<file path="config.mk">
export PLATFORM = sky130hd
export DESIGN_NAME = c_token_lexer
export DESIGN_NICKNAME = d
export VERILOG_FILES = /design/src/hw/rtl/ctl_pkg.sv /design/src/hw/rtl/c_token_lexer.sv /design/src/hw/rtl/ctl_kw_match.sv
export SDC_FILE = /design/constraint.sdc
export NUM_CORES = 2
export LEC_CHECK = 0
export ABC_AREA = 1
export BUFFER_PORTS_ARGS = -buffer_cell sky130_fd_sc_hd__buf_2
export CELL_PAD_IN_SITES_DETAIL_PLACEMENT = 1
export CELL_PAD_IN_SITES_GLOBAL_PLACEMENT = 1
export CORE_UTILIZATION = 47
export CTS_BUF_LIST = sky130_fd_sc_hd__clkbuf_16
export CTS_CLUSTER_DIAMETER = 50
export DETAILED_ROUTE_END_ITERATION = 7
export GPL_TIMING_DRIVEN = 1
export MAX_ROUTING_LAYER = met4
export PLACE_DENSITY_LB_ADDON = 0.1
export REMOVE_ABC_BUFFERS = 1
export SLEW_MARGIN = 0
export SYNTH_ARGS = -nofsm -noshare
export SYNTH_HDL_FRONTEND = slang
export SYNTH_HIERARCHICAL = 1
export SYNTH_SLANG_ARGS = --single-unit
</file>
<file path="constraint.sdc">
create_clock -name clk -period 12.2 [get_ports clk]
set_clock_uncertainty 0.15 [all_clocks]
set_input_delay 3.05 -clock clk [delete_from_list [all_inputs] [get_ports clk]]
set_output_delay 3.05 -clock clk [all_outputs]
set_load 0.005 [all_outputs]
</file>
<file path="src/hw/rtl/ctl_pkg.sv">
// Package: shared types, constants and keyword table for the C token lexer.
package ctl_pkg;

  localparam int POS_BITS_DEF     = 32;
  localparam int COL_BITS_DEF     = 16;
  localparam int NUM_KEYWORDS_DEF = 32;
  localparam int KW_TABLE_SIZE    = 32;

  localparam logic [63:0] FNV_BASIS = 64'hcbf29ce484222325;
  localparam logic [3:0]  TAB_RESET = 4'd4;

  typedef enum logic [2:0] {
    MODE_IDLE      = 3'd0,
    MODE_IDENT     = 3'd1,
    MODE_NUMBER    = 3'd2,
    MODE_STRING    = 3'd3,
    MODE_CHAR_OPEN = 3'd4,
    MODE_CHAR_BODY = 3'd5
  } lex_mode_t;

  typedef enum logic [4:0] {
    TK_IDENT      = 5'd0,
    TK_KEYWORD    = 5'd1,
    TK_NUMBER     = 5'd2,
    TK_STRING     = 5'd3,
    TK_CHAR       = 5'd4,
    TK_LPAREN     = 5'd5,
    TK_RPAREN     = 5'd6,
    TK_LBRACE     = 5'd7,
    TK_RBRACE     = 5'd8,
    TK_ASSIGN     = 5'd9,
    TK_STAR       = 5'd10,
    TK_SEMI       = 5'd11,
    TK_EOF        = 5'd12,
    TK_ERR_CHAR   = 5'd13,
    TK_ERR_STRING = 5'd14,
    TK_ERR_CLIT   = 5'd15,
    TK_ERR_BIG    = 5'd16
  } token_kind_t;

  function automatic logic [63:0] kw_hash(input int i);
    logic [63:0] h;
    case (i)
      0:  h = 64'd417800907370030071;
      1:  h = 64'd617372513566700692;
      2:  h = 64'd628023482707099174;
      3:  h = 64'd1390995973168426656;
      4:  h = 64'd3143511548502526014;
      5:  h = 64'd3563412735833858527;
      6:  h = 64'd5416238596490301492;
      7:  h = 64'd5788750116080139093;
      8:  h = 64'd6757501175350325814;
      9:  h = 64'd7334518323283222324;
      10: h = 64'd9163537027783908656;
      11: h = 64'd9964885110000857501;
      12: h = 64'd10474992716130377088;
      13: h = 64'd10644074229358120504;
      14: h = 64'd10769778583944859405;
      15: h = 64'd11331286950270920518;
      16: h = 64'd11532138274943533413;
      17: h = 64'd11567507311810436776;
      18: h = 64'd11936925801837197745;
      19: h = 64'd13068990443679199185;
      20: h = 64'd13236544317732455142;
      21: h = 64'd14058172984575203104;
      22: h = 64'd14210125031242066299;
      23: h = 64'd14251563519059995999;
      24: h = 64'd14837330719131395891;
      25: h = 64'd14882043299657492846;
      26: h = 64'd15186091406668687012;
      27: h = 64'd15902905282948881040;
      28: h = 64'd16509985740318510052;
      29: h = 64'd16982411286042166782;
      30: h = 64'd17483980429552467645;
      31: h = 64'd17767075776831802709;
      default: h = '0;
    endcase
    return h;
  endfunction

  function automatic logic [3:0] kw_len(input int i);
    logic [3:0] l;
    case (i)
      0, 7, 11, 17, 18, 21, 22, 23: l = 4'd6;
      1, 2:                          l = 4'd2;
      3, 14, 20, 26:                 l = 4'd8;
      4, 27:                         l = 4'd3;
      6, 9, 13, 16, 25, 31:          l = 4'd5;
      28, 29:                        l = 4'd7;
      5, 8, 10, 12, 15, 19, 24, 30:  l = 4'd4;
      default:                       l = 4'd0;
    endcase
    return l;
  endfunction

  // FNV-1a-64 step: prime is 2^40 + 2^8 + 0xb3, so the multiply is shifts and adds
  function automatic logic [63:0] fnv_step(input logic [63:0] h, input logic [7:0] c);
    logic [63:0] x;
    x = h ^ {56'd0, c};
    return (x << 40) + (x << 8) + (x << 7) + (x << 5) + (x << 4) + (x << 1) + x;
  endfunction

endpackage

</file>
<file path="src/hw/rtl/c_token_lexer.sv">
// Top level: streaming C tokenizer, one character item per cycle while in_ready is high.
//
//  channel   signals                       direction  payload
//  in        in_valid / in_ready           sink       ch, is_end
//  out       out_valid / out_ready         source     token fields, last
//  cfg       cfg_we / cfg_wdata            sink       tab_width
//
// One item enters per cycle; its work is done in the cycle it is accepted and
// its results (up to two) go into a two-entry output queue, visible at the
// ports the cycle after. An item is taken only when the queue has room for two
// results after this cycle's pop: empty, or one result that leaves now. An
// item giving two results fills the queue, so the next item waits while it is
// full even with out_ready high; with out_ready low any queued result stalls input.
// Reset clears the lexer state and the queue; tab width returns to 4.
module c_token_lexer import ctl_pkg::*; #(
  parameter int POS_BITS     = POS_BITS_DEF,
  parameter int COL_BITS     = COL_BITS_DEF,
  parameter int NUM_KEYWORDS = NUM_KEYWORDS_DEF
) (
  input  logic                clk,
  input  logic                rst,
  input  logic                in_valid,
  output logic                in_ready,
  input  logic [7:0]          ch,
  input  logic                is_end,
  output logic                out_valid,
  input  logic                out_ready,
  output logic [4:0]          token_kind,
  output logic [4:0]          keyword_index,
  output logic [POS_BITS-1:0] token_line,
  output logic [COL_BITS-1:0] token_col,
  output logic [POS_BITS-1:0] token_start,
  output logic [POS_BITS-1:0] token_length,
  output logic                last,
  input  logic                cfg_we,
  input  logic [3:0]          cfg_wdata
);

  localparam logic [POS_BITS-1:0] PMAX = '1;
  localparam logic [COL_BITS-1:0] CMAX = '1;

  typedef struct packed {
    logic [4:0]          kind;
    logic [4:0]          kw;
    logic [POS_BITS-1:0] line;
    logic [COL_BITS-1:0] col;
    logic [POS_BITS-1:0] start;
    logic [POS_BITS-1:0] len;
    logic                lst;
  } res_t;

  logic [3:0]          tab_width;
  lex_mode_t           mode, mode_next;
  logic [63:0]         hash, hash_next;
  logic [POS_BITS-1:0] run_len, run_len_next;
  logic [POS_BITS-1:0] st_off, st_off_next, st_line, st_line_next;
  logic [COL_BITS-1:0] st_col, st_col_next;
  logic [POS_BITS-1:0] cur_off, cur_off_next, cur_line, cur_line_next;
  logic [COL_BITS-1:0] cur_col, cur_col_next;

  res_t       q0, q1, r0, r1;
  logic [1:0] cnt;
  logic [1:0] nres;

  logic kw_hit;
  logic [4:0] kw_idx;

  ctl_kw_match #(.POS_BITS(POS_BITS), .NUM_KEYWORDS(NUM_KEYWORDS)) u_kw (
    .hash(hash), .length(run_len), .hit(kw_hit), .index(kw_idx)
  );

  logic accept, pop;
  assign in_ready  = (cnt == 2'd0) || (cnt == 2'd1 && out_ready);
  assign accept    = in_valid && in_ready;
  assign out_valid = cnt != 2'd0;
  assign pop       = out_valid && out_ready;

  assign token_kind    = q0.kind;
  assign keyword_index = q0.kw;
  assign token_line    = q0.line;
  assign token_col     = q0.col;
  assign token_start   = q0.start;
  assign token_length  = q0.len;
  assign last          = q0.lst;

  always_comb begin
    logic alpha, digit, ws, is_punct, restart, at_eof;
    logic [4:0] pk;
    logic [POS_BITS-1:0] rl_inc;
    logic [COL_BITS:0] csum;
    res_t fin, tk;

    alpha = (ch >= 8'h61 && ch <= 8'h7a) || (ch >= 8'h41 && ch <= 8'h5a);
    digit = ch >= 8'h30 && ch <= 8'h39;
    ws    = ch == 8'h20 || ch == 8'h0a || ch == 8'h09;
    is_punct = 1'b1;
    csum = '0;
    case (ch)
      8'h28:   pk = TK_LPAREN;
      8'h29:   pk = TK_RPAREN;
      8'h7b:   pk = TK_LBRACE;
      8'h7d:   pk = TK_RBRACE;
      8'h3d:   pk = TK_ASSIGN;
      8'h2a:   pk = TK_STAR;
      8'h3b:   pk = TK_SEMI;
      default: begin
        pk = TK_ERR_CHAR;
        is_punct = 1'b0;
      end
    endcase
    rl_inc = (run_len == PMAX) ? PMAX : run_len + 1'b1;

    mode_next = mode; hash_next = hash; run_len_next = run_len;
    st_off_next = st_off; st_line_next = st_line; st_col_next = st_col;
    cur_off_next = cur_off; cur_line_next = cur_line; cur_col_next = cur_col;
    nres = 2'd0; r0 = '0; r1 = '0;

    fin.kind = TK_IDENT; fin.kw = '0; fin.line = st_line; fin.col = st_col;
    fin.start = st_off; fin.len = run_len; fin.lst = 1'b0;
    tk.kind = pk; tk.kw = '0; tk.line = cur_line; tk.col = cur_col;
    tk.start = cur_off; tk.len = POS_BITS'(1); tk.lst = 1'b0;

    restart = 1'b0;
    at_eof  = 1'b0;
    if (is_end) begin
      at_eof = 1'b1;
      case (mode)
        MODE_IDENT: begin
          nres = 2'd1;
          fin.kind = kw_hit ? TK_KEYWORD : TK_IDENT;
          fin.kw = kw_hit ? kw_idx : 5'd0;
        end
        MODE_NUMBER: begin nres = 2'd1; fin.kind = TK_NUMBER; end
        MODE_STRING: begin nres = 2'd1; fin.kind = TK_ERR_STRING; end
        MODE_CHAR_OPEN, MODE_CHAR_BODY: begin nres = 2'd1; fin.kind = TK_ERR_CLIT; end
        default: nres = 2'd0;
      endcase
      mode_next = MODE_IDLE;
    end else begin
      case (mode)
        MODE_IDENT: begin
          if (!(alpha || digit)) begin
            nres = 2'd1;
            fin.kind = kw_hit ? TK_KEYWORD : TK_IDENT;
            fin.kw = kw_hit ? kw_idx : 5'd0;
            restart = 1'b1;
          end
        end
        MODE_NUMBER: begin
          if (!digit) begin nres = 2'd1; fin.kind = TK_NUMBER; restart = 1'b1; end
        end
        MODE_STRING: begin
          if (ch == 8'h22) begin
            nres = 2'd1; fin.kind = TK_STRING; fin.len = rl_inc;
            mode_next = MODE_IDLE;
          end else if (ch == 8'h0a) begin
            nres = 2'd1; fin.kind = TK_ERR_STRING; mode_next = MODE_IDLE;
          end
        end
        MODE_CHAR_OPEN: begin
          if (ch == 8'h0a) begin
            nres = 2'd1; fin.kind = TK_ERR_CLIT; restart = 1'b1;
          end else begin
            mode_next = MODE_CHAR_BODY;
          end
        end
        MODE_CHAR_BODY: begin
          if (ch == 8'h27) begin
            nres = 2'd1; fin.kind = TK_CHAR; fin.len = rl_inc;
            mode_next = MODE_IDLE;
          end else begin
            nres = 2'd1; fin.kind = TK_ERR_BIG; restart = 1'b1;
          end
        end
        default: restart = 1'b1;
      endcase
    end

    r0 = fin;
    // extend the current token when no token closed on a continuing mode
    if (!is_end && !restart && nres == 2'd0) begin
      hash_next = fnv_step(hash, ch);
      run_len_next = rl_inc;
    end
    if (nres != 2'd0) begin
      hash_next = FNV_BASIS;
      run_len_next = '0;
    end

    if (restart) begin
      mode_next = MODE_IDLE;
      if (is_punct || !(ws || ch == 8'h22 || ch == 8'h27 || alpha || digit)) begin
        if (nres == 2'd0) r0 = tk; else r1 = tk;
        nres = nres + 2'd1;
      end else if (!ws) begin
        if (ch == 8'h22)      mode_next = MODE_STRING;
        else if (ch == 8'h27) mode_next = MODE_CHAR_OPEN;
        else if (alpha)       mode_next = MODE_IDENT;
        else                  mode_next = MODE_NUMBER;
        st_off_next = cur_off; st_line_next = cur_line; st_col_next = cur_col;
        hash_next = fnv_step(FNV_BASIS, ch);
        run_len_next = POS_BITS'(1);
      end
    end

    if (at_eof) begin
      tk.kind = TK_EOF; tk.len = '0;
      if (nres == 2'd0) r0 = tk; else r1 = tk;
      nres = nres + 2'd1;
    end else begin
      cur_off_next = (cur_off == PMAX) ? PMAX : cur_off + 1'b1;
      if (ch == 8'h0a) begin
        cur_col_next  = COL_BITS'(1);
        cur_line_next = (cur_line == PMAX) ? PMAX : cur_line + 1'b1;
      end else begin
        csum = {1'b0, cur_col} + ((ch == 8'h09) ? (COL_BITS+1)'(tab_width)
                                                : (COL_BITS+1)'(1));
        cur_col_next = csum[COL_BITS] ? CMAX : csum[COL_BITS-1:0];
      end
    end

    if (nres == 2'd1) r0.lst = 1'b1;
    if (nres == 2'd2) r1.lst = 1'b1;
  end

  always_ff @(posedge clk) begin
    if (rst) begin
      tab_width <= TAB_RESET;
      mode <= MODE_IDLE; hash <= FNV_BASIS; run_len <= '0;
      st_off <= '0; st_line <= '0; st_col <= COL_BITS'(1);
      cur_off <= '0; cur_line <= '0; cur_col <= COL_BITS'(1);
    end else begin
      if (cfg_we) tab_width <= cfg_wdata;
      if (accept) begin
        mode <= mode_next; hash <= hash_next; run_len <= run_len_next;
        st_off <= st_off_next; st_line <= st_line_next; st_col <= st_col_next;
        cur_off <= cur_off_next; cur_line <= cur_line_next;
        cur_col <= cur_col_next;
      end
    end
  end

  // output queue: q0 is the head; new results append behind what remains
  always_ff @(posedge clk) begin
    logic [1:0] keep, add;
    keep = cnt - {1'b0, pop};
    add  = accept ? nres : 2'd0;
    if (rst) begin
      cnt <= '0;
    end else begin
      cnt <= keep + add;
    end
    if (pop && cnt == 2'd2) q0 <= q1;
    if (keep == 2'd0) begin
      if (add != 2'd0) q0 <= r0;
      if (add == 2'd2) q1 <= r1;
    end else if (add != 2'd0) begin
      q1 <= r0;
    end
  end

endmodule

</file>
<file path="src/hw/rtl/ctl_kw_match.sv">
// Keyword lookup: compares hash and length against the keyword table.
module ctl_kw_match import ctl_pkg::*; #(
  parameter int POS_BITS     = POS_BITS_DEF,
  parameter int NUM_KEYWORDS = NUM_KEYWORDS_DEF
) (
  input  logic [63:0]         hash,
  input  logic [POS_BITS-1:0] length,
  output logic                hit,
  output logic [4:0]          index
);

  always_comb begin
    hit   = 1'b0;
    index = '0;
    for (int i = KW_TABLE_SIZE - 1; i >= 0; i--) begin
      if (i < NUM_KEYWORDS && kw_hash(i) == hash &&
          length == POS_BITS'(kw_len(i))) begin
        hit   = 1'b1;
        index = 5'(i);
      end
    end
  end

endmodule

</file>
==> flow_metrics.py <==
metrics = {
    "placement": {
        "placed_area_mm2": 0.0451,
        "port_buffers": 142,
        "post-dp-hpwl_um": 141000,
        "dp_cells": 7292,
        "place_congestion": 1.14,
    },
    "global_route": {
        "met3_usage_pct": 5.47,
        "grt_use_total_pct": 40.6,
        "antenna_found_initial": 10,
        "grt_pass1_vias": 46790,
        "use_met1_pct": 46.9,
        "grt_max_degree": 96,
        "grt_busiest_layer": "met2",
        "grtUsageMet2_pct": 67.3,
        "gr-total-overflow": 0,
        "grt_pass1_wl_um": 282000,
    },
    "critical_path": {
        "cp_slowest_cell": "and2_4",
        "critPathLaunchType": "primary input",
        "endpoint_kind": "register",
        "crit_chain": "buf_2 -> inv_1 -> ha_1 -> nand2_2 -> nor2_4 -> nand2_1 -> nand2_1 -> nor2_1 -> nand2_1 -> nor2_1 -> nand2_1 -> nand2_1 -> nand2_2 -> ha_1 -> inv_1 -> nor2_1 -> inv_2 -> ha_1 -> inv_1 -> o21ai_1 -> nand2_2 -> nand2_4 -> and2_4 -> buf_12",
        "max_stage_delay_ps": 940,
        "rrSetupSlack_ps": 5500,
        "crit_family": "simple AND/OR/NAND/NOR gates",
        "crit_path_max_fanout": 64,
        "arrival_ps": 8930,
        "cp.required_ps": 12350,
        "crit_buf_inv": 6,
        "path_class": "in -> reg",
        "crit_top_cell": "nand2_1",
    },
    "drt": {
        "wirelength_um": 186000,
        "drt_first_pass_iters": 6,
        "ant_nets": 0,
        "via_count": 43941,
        "drc": 0,
        "vias_per_cell": 5.90,
        "routedWlPerCell_um": 24.9,
        "initialDrtViolationCount": 3542,
    },
    "cts": {
        "numCtsBuffers": 76,
        "cts-root-buf": "clkbuf_16",
        "htree_levels": 3,
        "clkSlewWorstSetupHoldPaths_ps": 50,
        "cts_hold_buf": 0,
        "cts_tree": "done",
        "cts_buffer_depth": 3,
        "cts_resized": 0,
        "cts.sinks": 511,
        "post_cts_buffers": 0,
        "clock_insertion_delay_worst_skew_ps": 660,
    },
    "sta": {
        "fin_crit_sh_pct": 72.0,
        "max_freq_mhz": 114,
        "period_needed_ps": 8780,
        "holdWs_ps": 327,
        "worstMarginPinSlew_ps": 1270,
        "max-slew-margin-rel_pct": 15.6,
        "finalHoldViolCount": 0,
        "setup_viol": 0,
        "rsz0062_at_grt": "no",
        "slew_viol_final": 0,
        "totalNegativeSetupSlack_ps": 0,
    },
    "floorplanning": {
        "ios": 143,
        "start_util_pct": 47.5,
        "core_mm2": 0.0917,
        "dieArea_mm2": 0.0938,
        "dieWidth_um": 306,
        "rows": 111,
        "die_h_um": 306,
    },
    "run_status": {
        "status": "complete, no violations",
    },
    "synth": {
        "synth_edf_count": 123,
        "synth_top_cells_by_count": "nand2_1, inv_1, nor2_1",
        "ys_seq_elements": 511,
        "async_reset_ff_share_pct": 0,
        "syn_area_per_cell_um2": 7.07,
        "synth_area_leaders": "dfxtp_1, nand2_1, fa_1",
        "ys_types": 67,
        "syn_area_mm2": 0.0435,
        "synth.most_common_cell": "nand2_1",
        "synth_cells": 6158,
        "synth_flop_cell": "dfxtp_1",
        "synth_top_area_share_pct": 17.8,
        "synth_top_area_cell": "dfxtp_1",
        "ys.warnings.count": 6,
        "synth_seq_area_share_pct": 26.3,
    },
    "final_layout": {
        "finalNonFillerCells": 7443,
        "num-fill-cells": 11834,
        "drive_gt1_share_pct": 8.53,
        "area_growth_pct": 9.38,
        "final_area_mm2": 0.0476,
        "nets": 6657,
    },
    "flow_run": {
        "max_cap_viol_count": 0,
    },
    "worst_hold_path": {
        "hold_class": "reg -> reg",
    },
}
kinds of logic (layout without fill, tap and decap cells):
group | after synthesis | in the layout | share of synthesized area, %
XOR/XNOR | 133 | 133 | 2.68
adder cells (fa/ha/maj) | 455 | 455 | 17.7
multiplexers | 123 | 123 | 3.18
AND/OR/NAND/NOR | 2877 | 2877 | 28.4
buffers and inverters | 1142 | 1232 | 10.3
AO/OA/AOI/OAI | 917 | 917 | 11.4
other | 0 | 9 | 0
flip-flops | 511 | 511 | 26.3
tightest hold or removal path, stage by stage (launching register included):
cell,delay [ps]
dfxtp_1,290
inv_1,70
a21oi_1,70
layout by cell type (no fill, tap or decap), types with 123 or more instances in the layout:
cell | netlist | final
nor2_1 | 548 | 545
fa_1 | 267 | 267
buf_2 | 52 | 141
nand3_1 | 403 | 402
nand2_1 | 1513 | 1512
nor3_1 | 144 | 144
o21ai_0 | 317 | 317
inv_1 | 880 | 888
a21oi_1 | 417 | 417
ha_1 | 188 | 188
dfxtp_1 | 388 | 388
edfxtp_1 | 123 | 123
routing by layer:
| layer | vias up | share of wire (%) | wire length [µm] |
|---|---|---|---|
| met5 | - | 0 | 0 |
| met4 | 0 | 6.7 | 12400 |
| met1 | 21744 | 40 | 73800 |
| met3 | 570 | 5.6 | 10300 |
| met2 | 1616 | 48 | 89100 |
| li1 | 20011 | - | - |
worst paths after layout:
path | depth (start not counted) | end | from
min reg2reg | 2 | tab_width[1] | tab_width[1]
min | 2 | tab_width[1] | tab_width[1]
max | 24 | q1[58] | ch[7]
max reg2reg | 20 | hash[52] | hash[3]
sequential cells by signal, summed over array words and instances (netlist names):
| register | flops |
|---|---|
| cur_off | 32 |
| hash | 64 |
| token_kind | 5 |
| q1 | 123 |
| token_col | 16 |
| cnt | 2 |
| token_start | 32 |
| cur_line | 32 |
| st_line | 32 |
| cur_col | 16 |
| token_line | 32 |
| keyword_index | 5 |
| st_off | 32 |
| token_length | 32 |
| mode | 3 |
| tab_width | 4 |
| run_len | 32 |
| last | 1 |
| st_col | 16 |
metrics by stage:
| step | util [%] | setup slack, ps |
|---|---|---|
| floorplan | - | -1520 |
| global placement | 49.2 | 2980 |
| detailed placement | 49.2 | 2790 |
| CTS | 51.9 | 3480 |
| global route | 51.9 | 2980 |
| finish | 51.9 | 3420 |
final cells by class:
type,instances,area [µm²],area share [%]
Clock buffer,78,1950,4.10
Tap cell,1186,1480,3.12
Antenna cell,9,22.5,0.0473
Multi-Input combinational cell,4505,27700,58.1
Sequential cell,511,11500,24.1
Clock inverter,64,557,1.17
Inverter,905,3400,7.15
Timing Repair Buffer,185,1050,2.21
Power is left out: the tool's default activity adds up to more than one toggle a clock period on the data nets, which glitch-free logic cannot reach.
